==> config.mk <==
export PLATFORM = sky130hd
export DESIGN_NAME = dns_name_validator_top
export DESIGN_NICKNAME = d
export VERILOG_FILES = /design/src/rtl/core/dnv_pkg.sv /design/src/rtl/core/dnv_front.sv /design/src/rtl/core/dnv_queue.sv /design/src/rtl/core/dnv_back.sv /design/src/rtl/core/dns_name_validator_top.sv
export SDC_FILE = /design/constraint.sdc
export NUM_CORES = 1
export LEC_CHECK = 0
export BUFFER_PORTS_ARGS = -buffer_cell sky130_fd_sc_hd__buf_4
export CORE_MARGIN = 8
export CORE_UTILIZATION = 35
export DETAILED_ROUTE_END_ITERATION = 10
export PLACE_DENSITY_LB_ADDON = 0.05
export SYNTH_ARGS = -nofsm -noshare
export SYNTH_HDL_FRONTEND = slang
export SYNTH_SLANG_ARGS = --single-unit
==> constraint.sdc <==
create_clock -name i_clk -period 3.6 [get_ports i_clk]
set_clock_uncertainty 0.1 [all_clocks]
set_input_delay 0.54 -clock i_clk [delete_from_list [all_inputs] [get_ports i_clk]]
set_output_delay 0.54 -clock i_clk [all_outputs]
set_load 0.02 [all_outputs]
==> src/rtl/core/dnv_pkg.sv <==
// Shared types, constants and the character class helper for the DNS name validator.
// Depends on nothing; every module of the block imports it.
package dnv_pkg;

    // Limits of a name and of one label.
    localparam int MAX_NAME_LENGTH = 255;
    localparam int MAX_LABEL_INDEX = 62;

    // Counter widths: the total count saturates one above the name limit.
    localparam int NAME_CNT_W  = $clog2(MAX_NAME_LENGTH + 2);
    localparam int LABEL_CNT_W = 7;
    localparam logic [LABEL_CNT_W-1:0] LABEL_SAT = {LABEL_CNT_W{1'b1}};

    // Depth of the queue between the front and back halves.
    localparam int Q_DEPTH  = 2;
    localparam int Q_PTR_W  = (Q_DEPTH > 1) ? $clog2(Q_DEPTH) : 1;
    localparam int Q_CNT_W  = $clog2(Q_DEPTH + 1);

    // Field widths.
    localparam int CU_W  = 16;
    localparam int FMT_W = 3;

    // Characters that the rules look at.
    localparam logic [CU_W-1:0] CH_SPACE  = 16'h0020;
    localparam logic [CU_W-1:0] CH_STAR   = 16'h002A;
    localparam logic [CU_W-1:0] CH_DOT    = 16'h002E;
    localparam logic [CU_W-1:0] CH_DIGIT0 = 16'h0030;
    localparam logic [CU_W-1:0] CH_DIGIT9 = 16'h0039;
    localparam logic [CU_W-1:0] CH_USCORE = 16'h005F;
    localparam logic [CU_W-1:0] CH_ASCII  = 16'h007F;

    // Name formats.
    localparam logic [FMT_W-1:0] FMT_DOMAIN       = 3'd0;
    localparam logic [FMT_W-1:0] FMT_DOMAIN_LABEL = 3'd1;
    localparam logic [FMT_W-1:0] FMT_HOST         = 3'd2;
    localparam logic [FMT_W-1:0] FMT_HOST_LABEL   = 3'd3;
    localparam logic [FMT_W-1:0] FMT_WILDCARD     = 3'd4;
    localparam logic [FMT_W-1:0] FMT_SRV          = 3'd5;

    // Verdict codes.
    typedef enum logic [1:0] {
        ST_OK       = 2'd0,
        ST_BAD_NAME = 2'd1,
        ST_NON_RFC  = 2'd2,
        ST_BAD_CHAR = 2'd3
    } t_status;

    // Class flags collected over one name.
    typedef struct packed {
        logic long_label;
        logic underscore;
        logic asterisk;
        logic invalid;
        logic space;
        logic dot_dot;
        logic dot;
        logic non_numeric;
        logic numeric;
        logic extended;
    } t_flags;

    // Summary of one finished name, handed from the front to the back.
    typedef struct packed {
        t_flags                flags;
        logic [NAME_CNT_W-1:0] total;
        logic                  first_dot;
        logic                  first_star;
        logic                  first_uscore;
        logic                  second_dot;
        logic [FMT_W-1:0]      fmt;
    } t_name_sum;

    // Fixed set of punctuation that is never allowed in a name.
    function automatic logic is_bad_char(input logic [CU_W-1:0] c);
        return c inside {[16'h0021:16'h0029], 16'h002B, 16'h002C, 16'h002F,
                         [16'h003A:16'h0040], [16'h005B:16'h005E], 16'h0060,
                         [16'h007B:16'h007E]};
    endfunction

endpackage

==> src/rtl/core/dnv_front.sv <==
// Front half: accepts code units, classifies them and keeps the per-name state.
// Depends on dnv_pkg; pushes one name summary per terminator into the queue.
module dnv_front import dnv_pkg::*; (
    input  logic              i_clk,
    input  logic              i_rst_n,
    input  logic              i_in_valid,
    output logic              o_in_stall,
    input  logic [CU_W-1:0]   i_code_unit,
    input  logic [FMT_W-1:0]  i_name_format,
    input  logic              i_q_full,
    output logic              o_q_push,
    output t_name_sum         o_q_data
);

    t_flags                 r_flags, n_flags;
    logic [NAME_CNT_W-1:0]  r_total, n_total;
    logic [LABEL_CNT_W-1:0] r_label, n_label;
    logic                   r_first_dot, n_first_dot;
    logic                   r_first_star, n_first_star;
    logic                   r_first_uscore, n_first_uscore;
    logic                   r_second_dot, n_second_dot;
    logic                   r_prev_dot, n_prev_dot;

    logic                   w_term;
    logic                   w_accept;
    logic                   w_is_dot;
    logic [LABEL_CNT_W-1:0] w_idx;

    // A terminator waits only when the queue has no room; other units always pass.
    assign w_term     = (i_code_unit == '0);
    assign o_in_stall = w_term && i_q_full;
    assign w_accept   = i_in_valid && !o_in_stall;
    assign o_q_push   = w_accept && w_term;

    // The summary reflects the state before the terminator clears it.
    assign o_q_data = '{flags:        r_flags,
                        total:        r_total,
                        first_dot:    r_first_dot,
                        first_star:   r_first_star,
                        first_uscore: r_first_uscore,
                        second_dot:   r_second_dot,
                        fmt:          i_name_format};

    assign w_is_dot = (i_code_unit == CH_DOT);
    assign w_idx    = w_is_dot ? '0 : r_label;

    // Classification of one code unit and update of the counters.
    always_comb begin
        n_flags        = r_flags;
        n_total        = r_total;
        n_label        = r_label;
        n_first_dot    = r_first_dot;
        n_first_star   = r_first_star;
        n_first_uscore = r_first_uscore;
        n_second_dot   = r_second_dot;
        n_prev_dot     = r_prev_dot;
        if (w_term) begin
            n_flags        = '0;
            n_total        = '0;
            n_label        = '0;
            n_first_dot    = 1'b0;
            n_first_star   = 1'b0;
            n_first_uscore = 1'b0;
            n_second_dot   = 1'b0;
            n_prev_dot     = 1'b0;
        end else begin
            if (w_is_dot) begin
                n_flags.dot = 1'b1;
                if (r_prev_dot) begin
                    n_flags.dot_dot = 1'b1;
                end
            end else if (i_code_unit < CH_DIGIT0 || i_code_unit > CH_DIGIT9) begin
                n_flags.non_numeric = 1'b1;
            end else begin
                n_flags.numeric = 1'b1;
            end
            if (w_idx > LABEL_CNT_W'(MAX_LABEL_INDEX)) begin
                n_flags.long_label = 1'b1;
            end
            n_label = (w_idx < LABEL_SAT) ? w_idx + 1'b1 : LABEL_SAT;

            if (is_bad_char(i_code_unit)) begin
                n_flags.invalid = 1'b1;
            end else if (i_code_unit > CH_ASCII) begin
                n_flags.extended = 1'b1;
            end else if (i_code_unit == CH_SPACE) begin
                n_flags.space = 1'b1;
            end else if (i_code_unit == CH_USCORE) begin
                n_flags.underscore = 1'b1;
            end else if (i_code_unit == CH_STAR) begin
                n_flags.asterisk = 1'b1;
            end

            if (r_total == '0) begin
                n_first_dot    = w_is_dot;
                n_first_star   = (i_code_unit == CH_STAR);
                n_first_uscore = (i_code_unit == CH_USCORE);
            end else if (r_total == NAME_CNT_W'(1)) begin
                n_second_dot = w_is_dot;
            end
            if (r_total < NAME_CNT_W'(MAX_NAME_LENGTH + 1)) begin
                n_total = r_total + 1'b1;
            end
            n_prev_dot = w_is_dot;
        end
    end

    // Per-name state registers.
    always_ff @(posedge i_clk) begin
        if (!i_rst_n) begin
            r_flags        <= '0;
            r_total        <= '0;
            r_label        <= '0;
            r_first_dot    <= 1'b0;
            r_first_star   <= 1'b0;
            r_first_uscore <= 1'b0;
            r_second_dot   <= 1'b0;
            r_prev_dot     <= 1'b0;
        end else if (w_accept) begin
            r_flags        <= n_flags;
            r_total        <= n_total;
            r_label        <= n_label;
            r_first_dot    <= n_first_dot;
            r_first_star   <= n_first_star;
            r_first_uscore <= n_first_uscore;
            r_second_dot   <= n_second_dot;
            r_prev_dot     <= n_prev_dot;
        end
    end

`ifndef SYNTHESIS
    // Only a terminator is ever held back.
    a_stall_on_term: assert property (@(posedge i_clk) disable iff (!i_rst_n)
        o_in_stall |-> (i_code_unit == '0))
        else $error("front stalls a non-terminating code unit");

    // After a terminator is taken the next name starts from a clean state.
    a_clear_after_term: assert property (@(posedge i_clk) disable iff (!i_rst_n)
        o_q_push |=> (r_total == '0) && (r_flags == '0) && (r_label == '0))
        else $error("name state not cleared after terminator");
`endif

endmodule

==> src/rtl/core/dnv_queue.sv <==
// Short register queue of name summaries between the front and back halves.
// Depends on dnv_pkg for the summary type and the depth.
module dnv_queue import dnv_pkg::*; (
    input  logic      i_clk,
    input  logic      i_rst_n,
    input  logic      i_push,
    input  t_name_sum i_data,
    input  logic      i_pop,
    output logic      o_full,
    output logic      o_valid,
    output t_name_sum o_data
);

    t_name_sum          r_mem [Q_DEPTH];
    logic [Q_PTR_W-1:0] r_wptr, n_wptr;
    logic [Q_PTR_W-1:0] r_rptr, n_rptr;
    logic [Q_CNT_W-1:0] r_count, n_count;

    assign o_full  = (r_count == Q_CNT_W'(Q_DEPTH));
    assign o_valid = (r_count != '0);
    assign o_data  = r_mem[r_rptr];

    // Pointer wrap and occupancy.
    always_comb begin
        n_wptr  = r_wptr;
        n_rptr  = r_rptr;
        n_count = r_count;
        if (i_push) begin
            n_wptr = (r_wptr == Q_PTR_W'(Q_DEPTH - 1)) ? '0 : r_wptr + 1'b1;
        end
        if (i_pop) begin
            n_rptr = (r_rptr == Q_PTR_W'(Q_DEPTH - 1)) ? '0 : r_rptr + 1'b1;
        end
        if (i_push && !i_pop) begin
            n_count = r_count + 1'b1;
        end else if (i_pop && !i_push) begin
            n_count = r_count - 1'b1;
        end
    end

    // Control registers.
    always_ff @(posedge i_clk) begin
        if (!i_rst_n) begin
            r_wptr  <= '0;
            r_rptr  <= '0;
            r_count <= '0;
        end else begin
            r_wptr  <= n_wptr;
            r_rptr  <= n_rptr;
            r_count <= n_count;
        end
    end

    // Storage, no reset needed.
    always_ff @(posedge i_clk) begin
        if (i_push) begin
            r_mem[r_wptr] <= i_data;
        end
    end

`ifndef SYNTHESIS
    // The front never writes into a full queue.
    a_no_overflow: assert property (@(posedge i_clk) disable iff (!i_rst_n)
        o_full |-> !i_push)
        else $error("queue push while full");

    // The back never reads an empty queue.
    a_no_underflow: assert property (@(posedge i_clk) disable iff (!i_rst_n)
        i_pop |-> o_valid)
        else $error("queue pop while empty");

    // Occupancy stays within the depth.
    a_count_bound: assert property (@(posedge i_clk) disable iff (!i_rst_n)
        r_count <= Q_CNT_W'(Q_DEPTH))
        else $error("queue count beyond depth");
`endif

endmodule

==> src/rtl/core/dnv_back.sv <==
// Back half: turns a name summary into a verdict and holds it in the output register.
// Depends on dnv_pkg; reads summaries from dnv_queue.
module dnv_back import dnv_pkg::*; (
    input  logic      i_clk,
    input  logic      i_rst_n,
    input  logic      i_q_valid,
    input  t_name_sum i_q_data,
    output logic      o_q_pop,
    output logic      o_out_valid,
    input  logic      i_out_stall,
    output logic [1:0] o_status
);

    logic    r_out_valid;
    t_status r_status, n_status;
    logic    w_only_digits;
    logic    w_shared_bad;
    t_status w_char_rules;
    t_flags  w_f;

    // A new verdict enters whenever the output register is free or being taken.
    assign o_q_pop     = i_q_valid && (!r_out_valid || !i_out_stall);
    assign o_out_valid = r_out_valid;
    assign o_status    = r_status;

    assign w_f           = i_q_data.flags;
    assign w_only_digits = !w_f.non_numeric && w_f.numeric;

    // Length and dot checks shared by every format.
    assign w_shared_bad = (i_q_data.total == '0) ||
                          (i_q_data.total > NAME_CNT_W'(MAX_NAME_LENGTH)) ||
                          w_f.long_label || w_f.dot_dot ||
                          (i_q_data.first_dot && i_q_data.total > NAME_CNT_W'(1));

    // Character rules of the domain and host formats.
    always_comb begin
        if (w_f.extended || w_f.underscore) begin
            w_char_rules = ST_NON_RFC;
        end else if (w_f.space || w_f.invalid || w_f.asterisk) begin
            w_char_rules = ST_BAD_CHAR;
        end else begin
            w_char_rules = ST_OK;
        end
    end

    // Format-specific rules.
    always_comb begin
        n_status = ST_OK;
        if (w_shared_bad) begin
            n_status = ST_BAD_NAME;
        end else begin
            case (i_q_data.fmt)
                FMT_DOMAIN, FMT_HOST: begin
                    n_status = w_char_rules;
                end
                FMT_DOMAIN_LABEL, FMT_HOST_LABEL: begin
                    n_status = w_f.dot ? ST_BAD_NAME : w_char_rules;
                end
                FMT_WILDCARD: begin
                    if (w_only_digits || !i_q_data.first_star) begin
                        n_status = ST_BAD_NAME;
                    end else if (i_q_data.total > NAME_CNT_W'(1) && !i_q_data.second_dot) begin
                        n_status = ST_BAD_CHAR;
                    end else if (w_f.extended || w_f.space || w_f.invalid) begin
                        n_status = ST_BAD_NAME;
                    end
                end
                FMT_SRV: begin
                    if (w_only_digits || !i_q_data.first_uscore) begin
                        n_status = ST_BAD_NAME;
                    end else if (w_f.underscore && i_q_data.total == NAME_CNT_W'(1)) begin
                        n_status = ST_NON_RFC;
                    end else if (w_f.extended || w_f.space || w_f.invalid) begin
                        n_status = ST_BAD_NAME;
                    end
                end
                default: begin
                    n_status = ST_OK;
                end
            endcase
        end
    end

    // Output valid flag.
    always_ff @(posedge i_clk) begin
        if (!i_rst_n) begin
            r_out_valid <= 1'b0;
        end else if (o_q_pop) begin
            r_out_valid <= 1'b1;
        end else if (!i_out_stall) begin
            r_out_valid <= 1'b0;
        end
    end

    // Output payload.
    always_ff @(posedge i_clk) begin
        if (o_q_pop) begin
            r_status <= n_status;
        end
    end

`ifndef SYNTHESIS
    // A waiting verdict is never overwritten by the next one.
    a_no_overwrite: assert property (@(posedge i_clk) disable iff (!i_rst_n)
        (r_out_valid && i_out_stall) |-> !o_q_pop)
        else $error("verdict overwritten while stalled");

    // An empty name can only end as an invalid name.
    a_empty_name: assert property (@(posedge i_clk) disable iff (!i_rst_n)
        (o_q_pop && i_q_data.total == '0) |=> (r_status == ST_BAD_NAME))
        else $error("empty name not rejected");
`endif

endmodule

==> src/rtl/core/dns_name_validator_top.sv <==
// Channel     | Direction | Handshake                  | Payload
// ------------+-----------+----------------------------+-----------------------------
// request in  | input     | i_in_valid / o_in_stall    | i_code_unit, i_name_format
// verdict out | output    | o_out_valid / i_out_stall  | o_status
//
// One code unit is taken per cycle, unless a terminator is held back by a full summary queue.
// After its terminator is taken, a verdict passes through the queue, then the output register.
// The front stalls a terminator only when the two-entry summary queue is full.
// Ordinary code units are never stalled; only the output stall backs up into the queue.
// Reset is synchronous and active low; it clears all name state and the queue.
//
// Top level of the DNS name validator; depends on dnv_pkg, dnv_front, dnv_queue, dnv_back.
module dns_name_validator_top import dnv_pkg::*; (
    input  logic             i_clk,
    input  logic             i_rst_n,
    input  logic             i_in_valid,
    output logic             o_in_stall,
    input  logic [CU_W-1:0]  i_code_unit,
    input  logic [FMT_W-1:0] i_name_format,
    output logic             o_out_valid,
    input  logic             i_out_stall,
    output logic [1:0]       o_status
);

    logic      w_push;
    logic      w_pop;
    logic      w_full;
    logic      w_q_valid;
    t_name_sum w_push_data;
    t_name_sum w_q_data;

    // Classification and per-name counters.
    dnv_front u_front (
        .i_clk         (i_clk),
        .i_rst_n       (i_rst_n),
        .i_in_valid    (i_in_valid),
        .o_in_stall    (o_in_stall),
        .i_code_unit   (i_code_unit),
        .i_name_format (i_name_format),
        .i_q_full      (w_full),
        .o_q_push      (w_push),
        .o_q_data      (w_push_data)
    );

    // Summary queue.
    dnv_queue u_queue (
        .i_clk   (i_clk),
        .i_rst_n (i_rst_n),
        .i_push  (w_push),
        .i_data  (w_push_data),
        .i_pop   (w_pop),
        .o_full  (w_full),
        .o_valid (w_q_valid),
        .o_data  (w_q_data)
    );

    // Verdict and output register.
    dnv_back u_back (
        .i_clk       (i_clk),
        .i_rst_n     (i_rst_n),
        .i_q_valid   (w_q_valid),
        .i_q_data    (w_q_data),
        .o_q_pop     (w_pop),
        .o_out_valid (o_out_valid),
        .i_out_stall (i_out_stall),
        .o_status    (o_status)
    );

endmodule
==> flow_summary.ini <==
[status]
outcome = finished clean

[grt]
grt_pass1_vias = 3051
grt_pass1_wl_microns = 16200
gr-usage-all-layers = 0.129
grt_max_degree = 31
antenna_found_initial = 0
gr-total-overflow = 0

[floorplan]
die_h_microns = 124
die_w_microns = 124
start_util = 0.360
dieArea_sq_um = 15500
rows = 39
pin_count = 27
core_sq_um = 11400

[power_and_ir_drop]
power_density_nw_per_um2 = 514
finalPower_mw = 2.45
p_leak_nw = 1.63
vdd_drop_max_v = 0.000338

[routing]
drcViolationCount = 0
wl_per_cell_microns = 17.7
viasPerCell = 5.51
finalWirelength_microns = 9850
ant_nets = 0
drt-pass1-iter-count = 5
drtIter0Drc = 240
vias = 3066

[synthesis]
asyncSetResetFlopFracSynth = 0
syn_nets = 408
yosys_warnings = 0
avgSynthCellArea_sq_um = 10.8
synthesis.area_sq_um = 4110
synthFlopType = edfxtp_1
synth_edf_count = 54
ys_ff_latch = 91
ys_seq_area_frac = 0.575
syn_inst = 379
ys_types = 67

[cells_and_area]
final_common_cell = edfxtp_1
syn2layout_area_growth_pct = 16.2
diodes = 0
layout_common_cells = edfxtp_1 (54), nand2_1 (37), dfxtp_1 (37)
drive_above_1_share = 0.153
nets = 437
n_fill_cell = 1120
multi_input_area_sq_um = 1620
final_area_sq_um = 4770
seqCellArea_sq_um = 2360

[sta]
drv_slew = 0
tightest_slew_ns = 1.06
finalSetupViolCount = 0
finalHoldViolCount = 0
min_period_ns = 2.88
rsz0062_at_grt = no
max_freq_ghz = 0.347
fin_setup_tns_ns = 0
timing.final.crit_share = 0.801
maxSlewHeadroom = 0.289

[critical_path]
cp.required_ns = 2.96
worst_ep_arrival_time_ns = 2.24
startpoint_type = input port
cp_cell_sequence = buf_4 > nor4_1 > nand3_1 > or3_1 > inv_1 > buf_4
cp_slowest_stage_delay_ns = 0.52
worstSetupPathType = input port to output port
critPathBufInv = 3
cp_max_fo = 8
end_kind = output port
critPathTopFamily = simple AND/OR/NAND/NOR gates
cp_slowest_cell = or3_1
crit_path_frequent_cell = buf_4

[placement]
gp_congestion = 0.841
dpl.hpwl_microns = 7210
numPortBuffers = 26
placed_area_sq_um = 4470

[clock_tree]
clock_sinks = 91
h-tree-depth = 3
cts.clk_slew.worst_paths_ns = 0.06
clockBufferDepth = 2
clk_latency_ns = 0.34
postCtsSetupBuffers = 0
root_buffer = clkbuf_16
cts_resized = 0
cts_tree = done
cts-buffers-inserted = 9
cts_hold_buffers = 0

[run]
drv_cap = 0

[worst_hold_path]
min-delay-path-class = input port to flop
synthesized netlist by cell type, types with 2 or more instances:
cell,number,share of area
a41oi_1,3,0.0064
xor2_1,2,0.0043
nor3b_1,6,0.011
or4_1,2,0.0037
edfxtp_1,54,0.40
o311a_1,2,0.0049
o31ai_1,3,0.0055
a211o_1,2,0.0043
o21ai_0,16,0.020
o2111ai_1,4,0.0085
buf_2,6,0.0073
or3_1,3,0.0046
ha_1,6,0.018
nand4bb_1,2,0.0055
a21oi_1,24,0.029
nand2b_1,2,0.0030
nor3_1,12,0.015
nor4_1,7,0.011
a32o_1,3,0.0073
and3_1,6,0.0091
and2_1,4,0.0061
nor2_1,29,0.027
a221oi_1,2,0.0043
inv_1,17,0.016
nand4_1,7,0.011
nand2_1,37,0.034
and4_1,2,0.0043
clkbuf_1,7,0.0064
mux2_2,2,0.0055
o2bb2ai_1,2,0.0043
o21a_1,2,0.0037
a31oi_1,6,0.0091
nand3_1,17,0.021
or4_4,2,0.0055
a32oi_1,3,0.0064
dfxtp_1,37,0.18
xnor2_1,3,0.0064
nor2b_1,4,0.0061
nand4b_1,3,0.0064
kinds of logic (layout without fill, tap and decap cells):
logic type,after synthesis,in the layout,share of synthesized area
AOI/OAI and AO/OA,91,91,0.156
and+or+nand+nor,151,151,0.199
muxes,3,3,0.00792
DFF,91,91,0.575
adders and majority gates,6,6,0.0183
xor gates and xnor gates,5,5,0.0107
buffers and inverters,32,66,0.0323
stage by stage:
step,worst slack [ns],hold slack (ns),util,cells
2_1_floorplan,0.356,0.325,-,379
3_3_place_gp,0.784,0.344,0.391,540
3_5_place_dp,0.719,0.353,0.391,540
4_1_cts,0.707,0.279,0.418,556
5_1_grt,0.524,0.281,0.418,556
6_report,0.717,0.285,0.418,556
area by class of cell:
| type | count | share of cell area |
|---|---|---|
| Tap cell | 143 | 0.0375 |
| Sequential cell | 91 | 0.495 |
| Timing Repair Buffer | 33 | 0.0520 |
| Inverter | 17 | 0.0134 |
| Clock buffer | 9 | 0.0472 |
| Multi-Input combinational cell | 256 | 0.339 |
| Clock inverter | 7 | 0.0157 |
state kept, by name (all words and copies together), names as in the netlist, named ones only:
name	flops
u_back.o_out_valid	1
u_front.r_first_dot	1
u_front.o_q_data	10
u_front.r_total	9
u_front.r_prev_dot	1
u_front.r_second_dot	1
u_queue.r_mem	52
u_queue.r_rptr	1
u_front.r_first_star	1
u_front.r_first_uscore	1
u_front.r_label	7
u_back.o_status	2
u_queue.r_wptr	1
u_queue.r_count	2
path summary, 6_finish.rpt:
| kind | startpoint | end | slack [ns] | cells after the start |
|---|---|---|---|---|
| worst min register to register | u_front.o_q_data[23]$_SDFFE_PN0P_ | u_queue.r_mem[1][23]$_DFFE_PP_ | 0.36 | 0 |
| worst min-delay path | i_name_format[1] | u_queue.r_mem[1][1]$_DFFE_PP_ | 0.28 | 1 |
| worst max-delay path | i_code_unit[14] | o_in_stall | 0.72 | 6 |
| worst max register to register | u_queue.r_mem[1][8]$_DFFE_PP_ | u_back.o_status[1]$_SDFFCE_PP0P_ | 1.30 | 5 |
layer usage:
layer / vias up / global-route usage / wire length, microns
met3: 17 / 0.0209 / 321
met1: 1467 / 0.175 / 4890
met5: - / 0 / 0
met4: 0 / 0.0680 / 274
li1: 1514 / - / -
met2: 68 / 0.192 / 4370
power by group:
group	leakage [nW]	switching (mW)	total, mW	internal, mW
clock	0.148	0.409	0.952	0.543
sequential	0.781	0.0301	1.16	1.13
combinational	0.698	0.200	0.334	0.134
Power figures use the tool's default switching activity.
